<file path="src/rtl/sfr_pkg.sv">
`default_nettype none

package sfr_pkg;

  localparam int unsigned PAYLOAD_DEPTH_DEF = 64;

  localparam logic [7:0] SYNC_FIRST  = 8'hAA;
  localparam logic [7:0] SYNC_SECOND = 8'h55;

  typedef enum logic [7:0] {
    ST_HUNT    = 8'b0000_0001,
    ST_SYNC2   = 8'b0000_0010,
    ST_CMD     = 8'b0000_0100,
    ST_LEN     = 8'b0000_1000,
    ST_PAYLOAD = 8'b0001_0000,
    ST_CHECK   = 8'b0010_0000,
    ST_READ    = 8'b0100_0000,
    ST_EMIT    = 8'b1000_0000
  } state_e;

  typedef struct packed {
    logic capture_cmd;
    logic capture_len;
    logic store_byte;
    logic start_read;
    logic load_empty;
    logic read_mem;
    logic next_index;
  } cmd_t;

  typedef struct packed {
    logic sync_first;
    logic sync_second;
    logic len_zero;
    logic len_fits;
    logic fill_last;
    logic check_ok;
    logic held_zero;
    logic emit_last;
  } status_t;

endpackage

`default_nettype wire

</file>
<file path="src/rtl/sfr_ctrl.sv">
`default_nettype none

module sfr_ctrl (
  input  wire            clk_i,
  input  wire            rst_ni,
  input  wire            in_valid_i,
  output logic           in_stall_o,
  output logic           out_valid_o,
  input  wire            out_stall_i,
  input  sfr_pkg::status_t sts_i,
  output sfr_pkg::cmd_t  cmd_o
);
  import sfr_pkg::*;

  state_e state_q, state_d;
  logic   accept;

  assign in_stall_o  = (state_q == ST_READ) || (state_q == ST_EMIT);
  assign out_valid_o = (state_q == ST_EMIT);
  assign accept      = in_valid_i && !in_stall_o;

  always_comb begin
    state_d = state_q;
    cmd_o   = '0;
    unique case (state_q)
      ST_HUNT: begin
        if (accept && sts_i.sync_first) begin
          state_d = ST_SYNC2;
        end
      end
      ST_SYNC2: begin
        if (accept) begin
          state_d = sts_i.sync_second ? ST_CMD : ST_HUNT;
        end
      end
      ST_CMD: begin
        if (accept) begin
          cmd_o.capture_cmd = 1'b1;
          state_d = ST_LEN;
        end
      end
      ST_LEN: begin
        if (accept) begin
          cmd_o.capture_len = 1'b1;
          if (sts_i.len_zero) begin
            state_d = ST_CHECK;
          end else if (sts_i.len_fits) begin
            state_d = ST_PAYLOAD;
          end else begin
            state_d = ST_HUNT;
          end
        end
      end
      ST_PAYLOAD: begin
        if (accept) begin
          cmd_o.store_byte = 1'b1;
          if (sts_i.fill_last) begin
            state_d = ST_CHECK;
          end
        end
      end
      ST_CHECK: begin
        if (accept) begin
          if (!sts_i.check_ok) begin
            state_d = ST_HUNT;
          end else if (sts_i.held_zero) begin
            cmd_o.load_empty = 1'b1;
            state_d = ST_EMIT;
          end else begin
            cmd_o.start_read = 1'b1;
            state_d = ST_READ;
          end
        end
      end
      ST_READ: begin
        cmd_o.read_mem = 1'b1;
        state_d = ST_EMIT;
      end
      ST_EMIT: begin
        if (!out_stall_i) begin
          if (sts_i.emit_last) begin
            state_d = ST_HUNT;
          end else begin
            cmd_o.next_index = 1'b1;
            state_d = ST_READ;
          end
        end
      end
      default: state_d = ST_HUNT;
    endcase
  end

  always_ff @(posedge clk_i or negedge rst_ni) begin
    if (!rst_ni) begin
      state_q <= ST_HUNT;
    end else begin
      state_q <= state_d;
    end
  end

  a_read_then_emit: assert property (@(posedge clk_i) disable iff (!rst_ni)
    (state_q == ST_READ) |=> (state_q == ST_EMIT))
    else $error("read cycle not followed by a result");

  a_next_after_take: assert property (@(posedge clk_i) disable iff (!rst_ni)
    (out_valid_o && !out_stall_i && !sts_i.emit_last) |=> (state_q == ST_READ))
    else $error("frame output stopped before its last item");

  a_hunt_after_last: assert property (@(posedge clk_i) disable iff (!rst_ni)
    (out_valid_o && !out_stall_i && sts_i.emit_last) |=> (state_q == ST_HUNT))
    else $error("parser did not return to hunting after the last item");

  a_result_held: assert property (@(posedge clk_i) disable iff (!rst_ni)
    (out_valid_o && out_stall_i) |=> (out_valid_o && $stable(sts_i.emit_last)))
    else $error("stalled result changed");

endmodule

`default_nettype wire

</file>
<file path="src/rtl/sfr_datapath.sv">
`default_nettype none

module sfr_datapath #(
  parameter int unsigned PAYLOAD_DEPTH = sfr_pkg::PAYLOAD_DEPTH_DEF
) (
  input  wire              clk_i,
  input  wire              rst_ni,
  input  wire        [7:0] rx_byte_i,
  input  sfr_pkg::cmd_t    cmd_i,
  output sfr_pkg::status_t sts_o,
  output logic       [7:0] frame_cmd_o,
  output logic       [6:0] frame_len_o,
  output logic       [5:0] byte_index_o,
  output logic       [7:0] payload_byte_o,
  output logic             has_payload_o,
  output logic             last_o
);
  import sfr_pkg::*;

  localparam int unsigned LW = $clog2(PAYLOAD_DEPTH + 1);
  localparam int unsigned AW = (PAYLOAD_DEPTH > 1) ? $clog2(PAYLOAD_DEPTH) : 1;

  logic [7:0]    cmd_q;
  logic [LW-1:0] len_q;
  logic [7:0]    check_q;
  logic [LW-1:0] fill_q;
  logic [LW-1:0] rd_idx_q;
  logic          has_payload_q;
  logic [7:0]    rd_data_q;
  logic [7:0]    mem_q [PAYLOAD_DEPTH];
  logic [LW:0]   fill_next;
  logic [LW:0]   rd_next;

  assign fill_next = {1'b0, fill_q} + {{LW{1'b0}}, 1'b1};
  assign rd_next   = {1'b0, rd_idx_q} + {{LW{1'b0}}, 1'b1};

  assign sts_o.sync_first  = (rx_byte_i == SYNC_FIRST);
  assign sts_o.sync_second = (rx_byte_i == SYNC_SECOND);
  assign sts_o.len_zero    = (rx_byte_i == 8'd0);
  assign sts_o.len_fits    = ({1'b0, rx_byte_i} <= 9'(PAYLOAD_DEPTH));
  assign sts_o.fill_last   = (fill_next == {1'b0, len_q});
  assign sts_o.check_ok    = (rx_byte_i == check_q);
  assign sts_o.held_zero   = (len_q == '0);
  assign sts_o.emit_last   = !has_payload_q || (rd_next == {1'b0, len_q});

  assign frame_cmd_o    = cmd_q;
  assign frame_len_o    = 7'(len_q);
  assign byte_index_o   = 6'(rd_idx_q);
  assign payload_byte_o = has_payload_q ? rd_data_q : 8'd0;
  assign has_payload_o  = has_payload_q;
  assign last_o         = sts_o.emit_last;

  always_ff @(posedge clk_i or negedge rst_ni) begin
    if (!rst_ni) begin
      cmd_q         <= '0;
      len_q         <= '0;
      check_q       <= '0;
      fill_q        <= '0;
      rd_idx_q      <= '0;
      has_payload_q <= 1'b0;
    end else begin
      if (cmd_i.capture_cmd) begin
        cmd_q <= rx_byte_i;
      end
      if (cmd_i.capture_len) begin
        len_q   <= LW'(rx_byte_i);
        fill_q  <= '0;
        check_q <= cmd_q ^ rx_byte_i;
      end
      if (cmd_i.store_byte) begin
        fill_q  <= fill_next[LW-1:0];
        check_q <= check_q ^ rx_byte_i;
      end
      if (cmd_i.start_read) begin
        rd_idx_q      <= '0;
        has_payload_q <= 1'b1;
      end
      if (cmd_i.load_empty) begin
        rd_idx_q      <= '0;
        has_payload_q <= 1'b0;
      end
      if (cmd_i.next_index) begin
        rd_idx_q <= rd_next[LW-1:0];
      end
    end
  end

  always_ff @(posedge clk_i) begin
    if (cmd_i.store_byte) begin
      mem_q[fill_q[AW-1:0]] <= rx_byte_i;
    end
    if (cmd_i.read_mem) begin
      rd_data_q <= mem_q[rd_idx_q[AW-1:0]];
    end
  end

endmodule

`default_nettype wire

</file>
<file path="src/rtl/sync_frame_receiver_xor_check.sv">
// Each received byte is taken while in_valid_i is high and the parser is hunting or filling a frame.
// A good checksum byte leads through a payload memory read to its first result, or straight to it for an empty frame.
// Each payload result then goes through a payload memory read, then the output register, held there while stalled.
// No byte is taken while a frame is being delivered; the memory reads and out_stall_i set that pace.
// Reset clears the parser and output control; the payload memory is not cleared.
`default_nettype none

module sync_frame_receiver_xor_check #(
  parameter int unsigned PAYLOAD_DEPTH = sfr_pkg::PAYLOAD_DEPTH_DEF
) (
  input  wire        clk_i,
  input  wire        rst_ni,
  input  wire        in_valid_i,
  output logic       in_stall_o,
  input  wire  [7:0] rx_byte_i,
  output logic       out_valid_o,
  input  wire        out_stall_i,
  output logic [7:0] frame_cmd_o,
  output logic [6:0] frame_len_o,
  output logic [5:0] byte_index_o,
  output logic [7:0] payload_byte_o,
  output logic       has_payload_o,
  output logic       last_o
);
  import sfr_pkg::*;

  cmd_t    cmd;
  status_t sts;

  sfr_ctrl u_ctrl (
    .clk_i      (clk_i),
    .rst_ni     (rst_ni),
    .in_valid_i (in_valid_i),
    .in_stall_o (in_stall_o),
    .out_valid_o(out_valid_o),
    .out_stall_i(out_stall_i),
    .sts_i      (sts),
    .cmd_o      (cmd)
  );

  sfr_datapath #(
    .PAYLOAD_DEPTH(PAYLOAD_DEPTH)
  ) u_datapath (
    .clk_i         (clk_i),
    .rst_ni        (rst_ni),
    .rx_byte_i     (rx_byte_i),
    .cmd_i         (cmd),
    .sts_o         (sts),
    .frame_cmd_o   (frame_cmd_o),
    .frame_len_o   (frame_len_o),
    .byte_index_o  (byte_index_o),
    .payload_byte_o(payload_byte_o),
    .has_payload_o (has_payload_o),
    .last_o        (last_o)
  );

endmodule

`default_nettype wire
</file>
<file path="config.mk">
export PLATFORM = sky130hd
export DESIGN_NAME = sync_frame_receiver_xor_check
export DESIGN_NICKNAME = d
export VERILOG_FILES = /design/src/rtl/sfr_pkg.sv /design/src/rtl/sfr_ctrl.sv /design/src/rtl/sfr_datapath.sv /design/src/rtl/sync_frame_receiver_xor_check.sv
export SDC_FILE = /design/constraint.sdc
export NUM_CORES = 1
export LEC_CHECK = 0
export BUFFER_PORTS_ARGS = -buffer_cell sky130_fd_sc_hd__buf_2
export CAP_MARGIN = 20
export CORE_MARGIN = 2
export CORE_UTILIZATION = 45
export CTS_BUF_LIST = sky130_fd_sc_hd__clkbuf_2 sky130_fd_sc_hd__clkbuf_4 sky130_fd_sc_hd__clkbuf_8
export DETAILED_ROUTE_END_ITERATION = 12
export SKIP_CTS_REPAIR_TIMING = 1
export SYNTH_ARGS = -nofsm -noshare
export SYNTH_HDL_FRONTEND = slang
export SYNTH_SLANG_ARGS = --single-unit
</file>
<file path="constraint.sdc">
create_clock -name clk_i -period 2.8 [get_ports clk_i]
set_input_delay 0.42 -clock clk_i [delete_from_list [all_inputs] [get_ports clk_i]]
set_output_delay 0.42 -clock clk_i [all_outputs]
set_load 0.03 [all_outputs]
</file>
---- Yosys cells after proc, flatten, opt, wreduce, memory -nomap -nowiden ----
Memory sizes are Yosys's and may differ from the RTL's. A register that Yosys moved wholly into a read port is not among the register bits.
Index checks and enable logic that the tools add are counted.
storage, ports and cells
  bits in registers ....................... 46
  bits in latches ......................... 0
  bits in writable memories ............... 512
  ROM bits ................................ 0
  bits of input ports ..................... 12
  logic and storage cells ................. 86
  memories ................................ 1
memories
  memory            words  bits a word  read ports  clocked after memory_dff  wr ports  line                text
  u_datapath.mem_q  64     8            1           1                         1         sfr_datapath.sv:30  logic [7:0] mem_q [PAYLOAD_DEPTH];
operators by class
  $add $sub $neg .......................... 2
  multipliers ............................. 0
  divide/modulo/power cells ............... 0
  order comparisons ....................... 1
  equal/unequal tests ..................... 21
  shift-type cells ........................ 0
  multiplexer cells ....................... 40
  bitwise logic cells ..................... 2
  reduce and logical (&&, ||, !) cells .... 12
operators with widths
  cell                                                                     count
  8-bit 2-to-1 mux                                                         13
  8-bit case mux with 8 select lines                                       1
  7-bit 2-to-1 mux                                                         6
  7-bit by 1-bit adder with 8-bit output, second input constant            2
  8-bit by 7-bit == test with 1-bit output                                 2
  8-bit by 7-bit == test with 1-bit output, second input constant          2
  8-bit == test, second input constant                                     2
  8-bit XOR                                                                2
  1-bit 2-to-1 mux                                                         14
  2-bit by 1-bit inequality test with 1-bit output, second input constant  6
  8-bit by 1-bit == test with 1-bit output, second input constant          1
  8-bit by 2-bit == test with 1-bit output, second input constant          1
  8-bit by 3-bit == test with 1-bit output, second input constant          1
  8-bit by 4-bit == test with 1-bit output, second input constant          1
  8-bit by 5-bit == test with 1-bit output, second input constant          1
  8-bit by 6-bit == test with 1-bit output, second input constant          1
  8-bit == test                                                            1
  8-bit by 7-bit <= comparator with 1-bit output, second input constant    1
  8-bit logical NOT                                                        1
  8-bit AND reduction                                                      1
  7-bit logical NOT                                                        1
  2-bit 2-to-1 mux                                                         3
  6-bit 2-to-1 mux                                                         1
  5-bit 2-to-1 mux                                                         1
  other kinds (7)                                                          12

---- Depth between registers and ports, before layout ----
Gate-level depths: netlist of run 1.
  depth after elaboration ................. 9
  mapped depth ............................ 12

---- Cells and area by module ----
Synthesis of run 1 repeated with hierarchy kept, for this count alone.
second synthesis, totals
  cells, all modules ...................... 1231
  area total of the unflattened synthesis .. 23233.5 um^2
modules (own cells, without submodules)
  module        instances  cells each  area each (um^2)  sequential area each (um^2)
  sfr_datapath  1          1149        22481.6           16565.9
  sfr_ctrl      1          82          752.0             201.4

---- Worst setup path before layout of run 1 ----
OpenSTA, ideal clock, no wires.
  path type ............................... reg-to-output
  start ................................... register u_datapath.rd_idx_q[1]
  end ..................................... output last_o
  arrival ................................. 2.563 ns
  required time ........................... 2.380 ns
  setup slack ............................. -0.183 ns
  stages on the path, launching flop included .. 9
  path through ............................ dfrtp_1 ha_1 clkbuf_2 and3_4 nand2_4 mux2_4 or4_4 buf_6 o21ai_0
on the way
  longest elaborated chain between the ends .. 3
ends and longest elaborated chain
  what                                      line                                 text
  start: declaration                        sfr_datapath.sv:27                   logic [LW-1:0] rd_idx_q;
  start signal: assignment                  sfr_datapath.sv:83                   rd_idx_q <= rd_next[LW-1:0];
  7-bit by 1-bit adder with 8-bit output    sfr_datapath.sv:35                   assign rd_next = {1'b0, rd_idx_q} + {{LW{1'b0}}, 1'b1};
  8-bit by 7-bit == test with 1-bit output  sfr_datapath.sv:44                   assign sts_o.emit_last = !has_payload_q || (rd_next == {1'b0, len_q});
  1-bit logical OR                          sfr_datapath.sv:44
  end: declaration                          sync_frame_receiver_xor_check.sv:23  output logic last_o
Every way passes these cells.

---- Final worst setup path of run 1 ----
  start ................................... register u_datapath.rd_idx_q[0]
  end ..................................... output last_o
The elaborated chain is that of the path after synthesis.

==> out/metrics.cfg, run 1 <==
[synthesis]
synth-edff-count = 520
synthFlopType = edfxtp_1
synth_fp_nets = 1217
syn_area_per_cell_um2 = 19.3
ys_top_cells_by_area = edfxtp_1, mux4_2, dfrtp_1
ys_ff_latch = 566
synth_warnings = 0
synth_top_family_by_area = multiplexers
yosysTopAreaCellShare = 0.672
yosys.area_share.simple = 0.0476
synth-async-reset-ratio = 0.0813
synthXorXnorAreaFrac = 0.00830
synth_area_um2 = 23200
synth_cells = 1203
synth_cell_types = 69
yosys.area.top_type = edfxtp_1
synthMuxAreaShare = 0.169
ys_seq_area_frac = 0.722
synth_compound_area_frac = 0.0315
synth-adder-area-share = 0.00108

[clock_network]
clkLatencyLatePin_ps = 660
htreeDepth = 3
tritoncts = done
clkTransAtPathRegs_ps = 60
cts_buffers = 91
cts.sinks = 566
clockRootBuffer = clkbuf_8
cts_buffer_depth = 3

[sta]
tightest_slew_ps = 848
finalSetupViolations = 1
final.setup.tns_ps = -285
slew_viol_final = 0
relSlewSlack = 0.432
period_needed_ps = 3080
rsz0062_at_grt = yes
setup_ws_ps = -285
fmax_ghz = 0.324
fin_crit_sh = 1.10
hold_viol = 0
skew_ps = 25.9

[detailed_routing]
wl_met2_um = 25700
drt-pass1-iter-count = 5
route.detailed.drc = 0
route.met3.wl_um = 4450
wl_met1_um = 23600
routedWlPerCell_um = 25.2
vias_per_cell = 5.77
antenna_left = 0
vias = 12600
finalWirelength_um = 54900
routed.top_layer = met5
drt_iter0_drc = 1157

[grt]
grt_pass1_vias = 12500
grt_pass1_wl_um = 81500
grt_max_degree = 66
grt_usage = 0.210
grt_remaining_overflow = 0
grt_antenna_before_repair = 3

[min_path]
hp-class = in -> reg

[floorplanning]
core_region_area_um2 = 51200
die_y_um = 231
io_pins = 45
die_area_um2 = 53400
initial_core_util = 0.454
die_w_um = 231
rows = 83

[power]
pwr-share-clk = 0.418
totalPowerFinal_mw = 16.8
pwr-share-seq = 0.553
intPower_mw = 13.2
ir_worst_vdd_mv = 0.311
power.leakage_nw = 9.12
power.share.combinational = 0.029
switching_share = 0.215
power_density_nw_per_um2 = 619
p_sw_mw = 3.62

[critical_path]
arrival_ps = 2660
startpoint_type = register
end_kind = output pin
path_cells = ha_2 -> and3_4 -> nand2_4 -> mux2_4 -> or4_4 -> o21ai_2 -> buf_6
critPathMaxStageDelay_ps = 490
crit_required_ps = 2380
crit_slowest_cell = or4_4
cp_num_buf_inv = 1
path_delay_family = simple AND/OR/NAND/NOR gates
r2r_slack_ps = 20
cp_max_fo = 3
setup.worst_path.class = reg -> out

[cells_and_area]
syn_to_final_growth_pct = 17.2
mostFrequentLayoutCell = edfxtp_1
final_cell_mix = edfxtp_1, mux4_2, buf_4
num-fill-cells = 4026
multi_input_area_um2 = 6030
drive_above_1_share = 0.372
regArea_um2 = 16800
nNetsFinal = 1435

[place]
hpwl_um = 35400
gp_congestion = 0.846
io_buffers = 44

[run_status]
violations = setup timing
status = finished with violations

[job]
maxCapViolations = 0

[synthesized netlist by cell type (4+ instances only)]
| library cell | count |
|---|---|
| edfxtp_1 | 520 |
| mux4_2 | 160 |
| nor2_1 | 99 |
| dfrtp_1 | 45 |
| clkbuf_1 | 30 |
| nand2_1 | 28 |
| a21oi_1 | 23 |
| buf_2 | 22 |
| o21ai_0 | 20 |
| nand3_1 | 19 |
| a22oi_1 | 17 |
| mux2_2 | 17 |
| xnor2_1 | 15 |
| inv_1 | 13 |
| and2_1 | 12 |
| a31oi_1 | 11 |
| buf_1 | 11 |
| mux2i_1 | 11 |
| nor3_1 | 10 |
| buf_4 | 9 |
| nand4_1 | 9 |
| o32ai_1 | 8 |
| nor2b_1 | 7 |
| xor2_1 | 7 |
| buf_6 | 5 |
| o221ai_1 | 5 |
| or3_1 | 5 |
| o211ai_1 | 4 |
[worst paths after layout]
check / to / cells after the start / from
setup / recovery: last_o / 7 / u_datapath.rd_idx_q[0]$_DFFE_PN0P_
hold / removal: u_datapath.rd_idx_q[1]$_DFFE_PN0P_ / 4 / out_stall_i
setup reg to reg: u_datapath.rd_data_q[5]$_DFFE_PP_ / 9 / u_datapath.rd_idx_q[0]$_DFFE_PN0P_
hold reg to reg: u_datapath.fill_q[6]$_DFFE_PN0P_ / 1 / u_datapath.fill_q[6]$_DFFE_PN0P_
max in group asynchronous: u_ctrl.state_q[0]$_DFFE_PN1P_ / 3 / rst_ni
min in group asynchronous: u_datapath.rd_idx_q[3]$_DFFE_PN0P_ / 2 / rst_ni
[sequential cells by signal (all words and copies together) (netlist names)]
signal,count
u_datapath.has_payload_o,1
u_datapath.mem_q,512
u_datapath.frame_len_o,7
u_ctrl.state_q,8
u_datapath.fill_q,7
u_datapath.rd_idx_q,7
u_datapath.rd_data_q,8
u_datapath.check_q,8
u_datapath.frame_cmd_o,8
[logic make-up after synthesis]
logic type      count (synthesis)
fa+ha+maj                       2
mux                           190
flops                         566
buf+inv                        96
compound gates                109
simple gates                  218
xor+xnor                       22
[worst register-to-register path, cell delays in order, from the launching register on]
cell,delay (ps)
dfrtp_4,480
buf_6,140
buf_4,140
buf_12,150
buf_16,150
buf_12,140
mux4_2,470
mux4_2,510
a22oi_1,260
nand2_1,90
[final cells by class]
class                      count  area share
inverter                      16     0.00221
sequential                   566       0.617
clock inverter                47      0.0110
clock buffer                 121      0.0554
multi-input combinational    541       0.221
antenna                        2    0.000184
tap                          680      0.0313
timing repair buffer         205      0.0620
[routing by layer]
metal | GRT usage | up-vias
met3 | 0.0496 | 78
met1 | 0.300 | 6634
met5 | 0 | -
li1 | - | 5364
met2 | 0.321 | 492
met4 | 0.0671 | 2
[metrics by stage]
step | cells | worst slack, ps | hold slack, ps | utilization | area, µm²
finish | 2178 | -285 | 126 | 0.532 | 27200
global route | 2176 | -391 | 101 | 0.532 | 27200
CTS | 2146 | -472 | -286 | 0.524 | 26800
detailed placement | 1978 | -126 | 437 | 0.488 | 25000
global placement | 1978 | -124 | 440 | 0.488 | 25000
floorplan | 1203 | 48.3 | 124 | - | 23200
[power groups by stage]
stage / clock [mW] / sequential, mW / combinational [mW]
final: 7.04 / 9.31 / 0.493
after global routing: 7.57 / 9.32 / 0.539
after CTS: 7.20 / 9.31 / 0.495
after detailed placement: 0 / 9.49 / 0.494
after global placement: 0 / 9.49 / 0.484
after floorplan: 0 / 9.49 / 0.232
Note: power is estimated with default switching activity, not from simulation.
==> run 2, diff against run 1 <==
Settings changed: CORE_UTILIZATION 45 to 65, PLACE_DENSITY set to 0.82.
==> run 2 against run 1 <==
Net effect:
- the flow still finishes with violations (setup timing)
- critical path depth is the same
- total power shrank 1.8%
- via count grew 2.5%
- design area shrank 2.9%
- combinational power is essentially flat
- flip-flop and latch count is the same
- global-route usage grew 9.7 points
- worst hold slack gained 9.3 ps
- clock skew grew 14 ps
- utilization grew 22 points
- largest cell class unchanged
- largest power group unchanged
==> out/metrics.cfg, run 2 (synthesis gave the netlist of run 1 again) <==
[grt]
grt-busiest-layer = met2
grt_remaining_overflow = 0  ; unchanged
met2_usage = 0.491  ; +0.170
grt_pass1_vias = 12800  ; +2.5%
grt_max_degree = 69  ; +4.5%
grt_usage = 0.307  ; +0.0970
grt_pass1_wl_um = 80800  ; -0.84%
grt_antenna_before_repair = 1  ; -2
use_met3 = 0.0780  ; +0.0284
grtUsageMet1 = 0.415  ; +0.115

[power]
ir_worst_vdd_mv = 0.521  ; +68%
power_density_nw_per_um2 = 626  ; +1.0%
power.leakage_nw = 8.85  ; -3.0%
totalPowerFinal_mw = 16.5  ; -1.8%

[sta]
fmax_ghz = 0.320  ; -1.4%
finalSetupViolations = 1  ; unchanged
setup_ws_ps = -329  ; -44.3 ps
hold_viol = 0  ; unchanged
slew_viol_final = 0  ; unchanged
relSlewSlack = 0.492  ; +0.0600
skew_ps = 39.6  ; +13.7 ps
period_needed_ps = 3130  ; +44.3 ps
tightest_slew_ps = 762  ; -86.9 ps
final.setup.tns_ps = -329  ; -44.3 ps
fin_crit_sh = 1.12  ; +0.0158
hold_ws_ps = 136  ; +9.35 ps
rsz0062_at_grt = yes

[clock_network]
cts.sinks = 566  ; unchanged
cts_buffers = 86  ; -5.5%
tritoncts = done
clockRootBuffer = clkbuf_8
clkLatencyLatePin_ps = 670  ; about the same
htreeDepth = 3  ; unchanged
cts_buffer_depth = 3  ; unchanged
clkTransAtPathRegs_ps = 70  ; about the same

[floorplanning]
die_w_um = 193  ; -17%
core_region_area_um2 = 35400  ; -31%
rows = 69  ; -17%
initial_core_util = 0.656  ; +0.203
die_y_um = 193  ; -17%
die_area_um2 = 37300  ; -30%
io_pins = 45  ; unchanged

[cells_and_area]
nNetsFinal = 1395  ; -2.8%
final_cell_mix = edfxtp_1, mux4_2, buf_4
mostFrequentLayoutCell = edfxtp_1
final_core_utilization = 0.747  ; +0.215
syn_to_final_growth_pct = 13.8
drive_above_1_share = 0.351  ; -0.0217
num-fill-cells = 1891  ; -53%
largest_reg_flops = 512  ; unchanged

[critical_path]
reg2reg_from = u_datapath.rd_idx_q[0]$_DFFE_PN0P_
rr_worst_depth = 7  ; -2
r2r_slack_ps = 80  ; +60 ps
r2r_end = u_datapath.rd_data_q[3]$_DFFE_PP_
startpoint_type = register
crit_required_ps = 2380  ; about the same
crit_slowest_cell = dfrtp_4
arrival_ps = 2710  ; +50 ps
path_cells = ha_4 -> and3_4 -> nand2_4 -> mux2_4 -> or4_4 -> o21ai_2 -> buf_6
worstSetupEndpoint = last_o
critPathLaunch = u_datapath.rd_idx_q[0]$_DFFE_PN0P_
setup.worst_path.class = reg -> out
end_kind = output pin
critPathMaxStageDelay_ps = 520  ; +30 ps
cp_max_fo = 4  ; +1

[min_path]
hp-class = in -> reg

[place]
gp_congestion = 0.921  ; +8.8%
io_buffers = 44  ; unchanged
hpwl_um = 34700  ; -2.1%

[detailed_routing]
drt-pass1-iter-count = 8  ; +3
vias_per_cell = 6.75  ; +17%
antenna_left = 0  ; unchanged
route.detailed.drc = 0  ; unchanged
vias = 12900  ; +2.5%
drt_iter0_drc = 1625  ; +40%
finalWirelength_um = 55300  ; +0.71%
routedWlPerCell_um = 29.0  ; +15%

[run_status]
status = finished with violations
violations = setup timing

[job]
maxCapViolations = 0  ; unchanged

-- run 2: worst min path at each step --
| stage | startpoint | endpoint | slack (ps) | cells past startpoint |
|---|---|---|---|---|
| floorplan | rst_ni | u_ctrl.state_q[1]$_DFFE_PN0P_ | 120 | 0 |
| global placement | rst_ni | u_datapath.rd_idx_q[5]$_DFFE_PN0P_ | 480 | 1 |
| detailed placement | rst_ni | u_datapath.rd_idx_q[5]$_DFFE_PN0P_ | 480 | 1 |
| CTS | rst_ni | u_datapath.rd_idx_q[2]$_DFFE_PN0P_ | -210 | 1 |
| global route | out_stall_i | u_ctrl.state_q[7]$_DFFE_PN0P_ | 120 | 3 |
| finish | in_valid_i | u_ctrl.state_q[3]$_DFFE_PN0P_ | 140 | 3 |
-- run 2: metal layers --
metal  routed length, µm  vias to the layer above
li1                    -                     5284
met1               20300                     6597
met2               27200                      880
met3                6020                      126
met4                1810                        0
met5                   0                        -
-- run 2: report_power, final --
part           switching, mW  leakage, nW  internal (mW)
clock                   3.13        0.904           3.59
combinational          0.336         2.69          0.160
sequential            0.0563         5.26           9.26
total                   3.53         8.85           13.0
-- run 2: area by class of cell --
class,count,area [µm²],area share
clock buffers,117,1470,0.0555
inverters,16,60.1,0.00227
repair buffers,170,1320,0.0498
diodes,1,2.50,0.0000946
well taps,461,577,0.0218
multi-input cells,541,6010,0.227
flip-flops and latches,566,16800,0.635
clock inverters,36,233,0.00880
-- run 2: worst max-delay path, delay by kind of cell, from the launching register on --
kind,cells,cell delay (ps)
AND/OR/NAND/NOR,3,750
buffers and inverters,1,140
flip-flops,1,520
adder cells (fa/ha/maj),1,180
AO/OA/AOI/OAI,1,160
multiplexers,1,300
-- run 2: per-stage QoR --
stage               instances  worst slack, ps  cell area, µm²
finish                   1908             -329           26400
global placement         1749            -89.2           24600
CTS                      1902             -470           26300
detailed placement       1749             -116           24600
floorplan                1203             48.3           23200
global route             1907             -389           26400
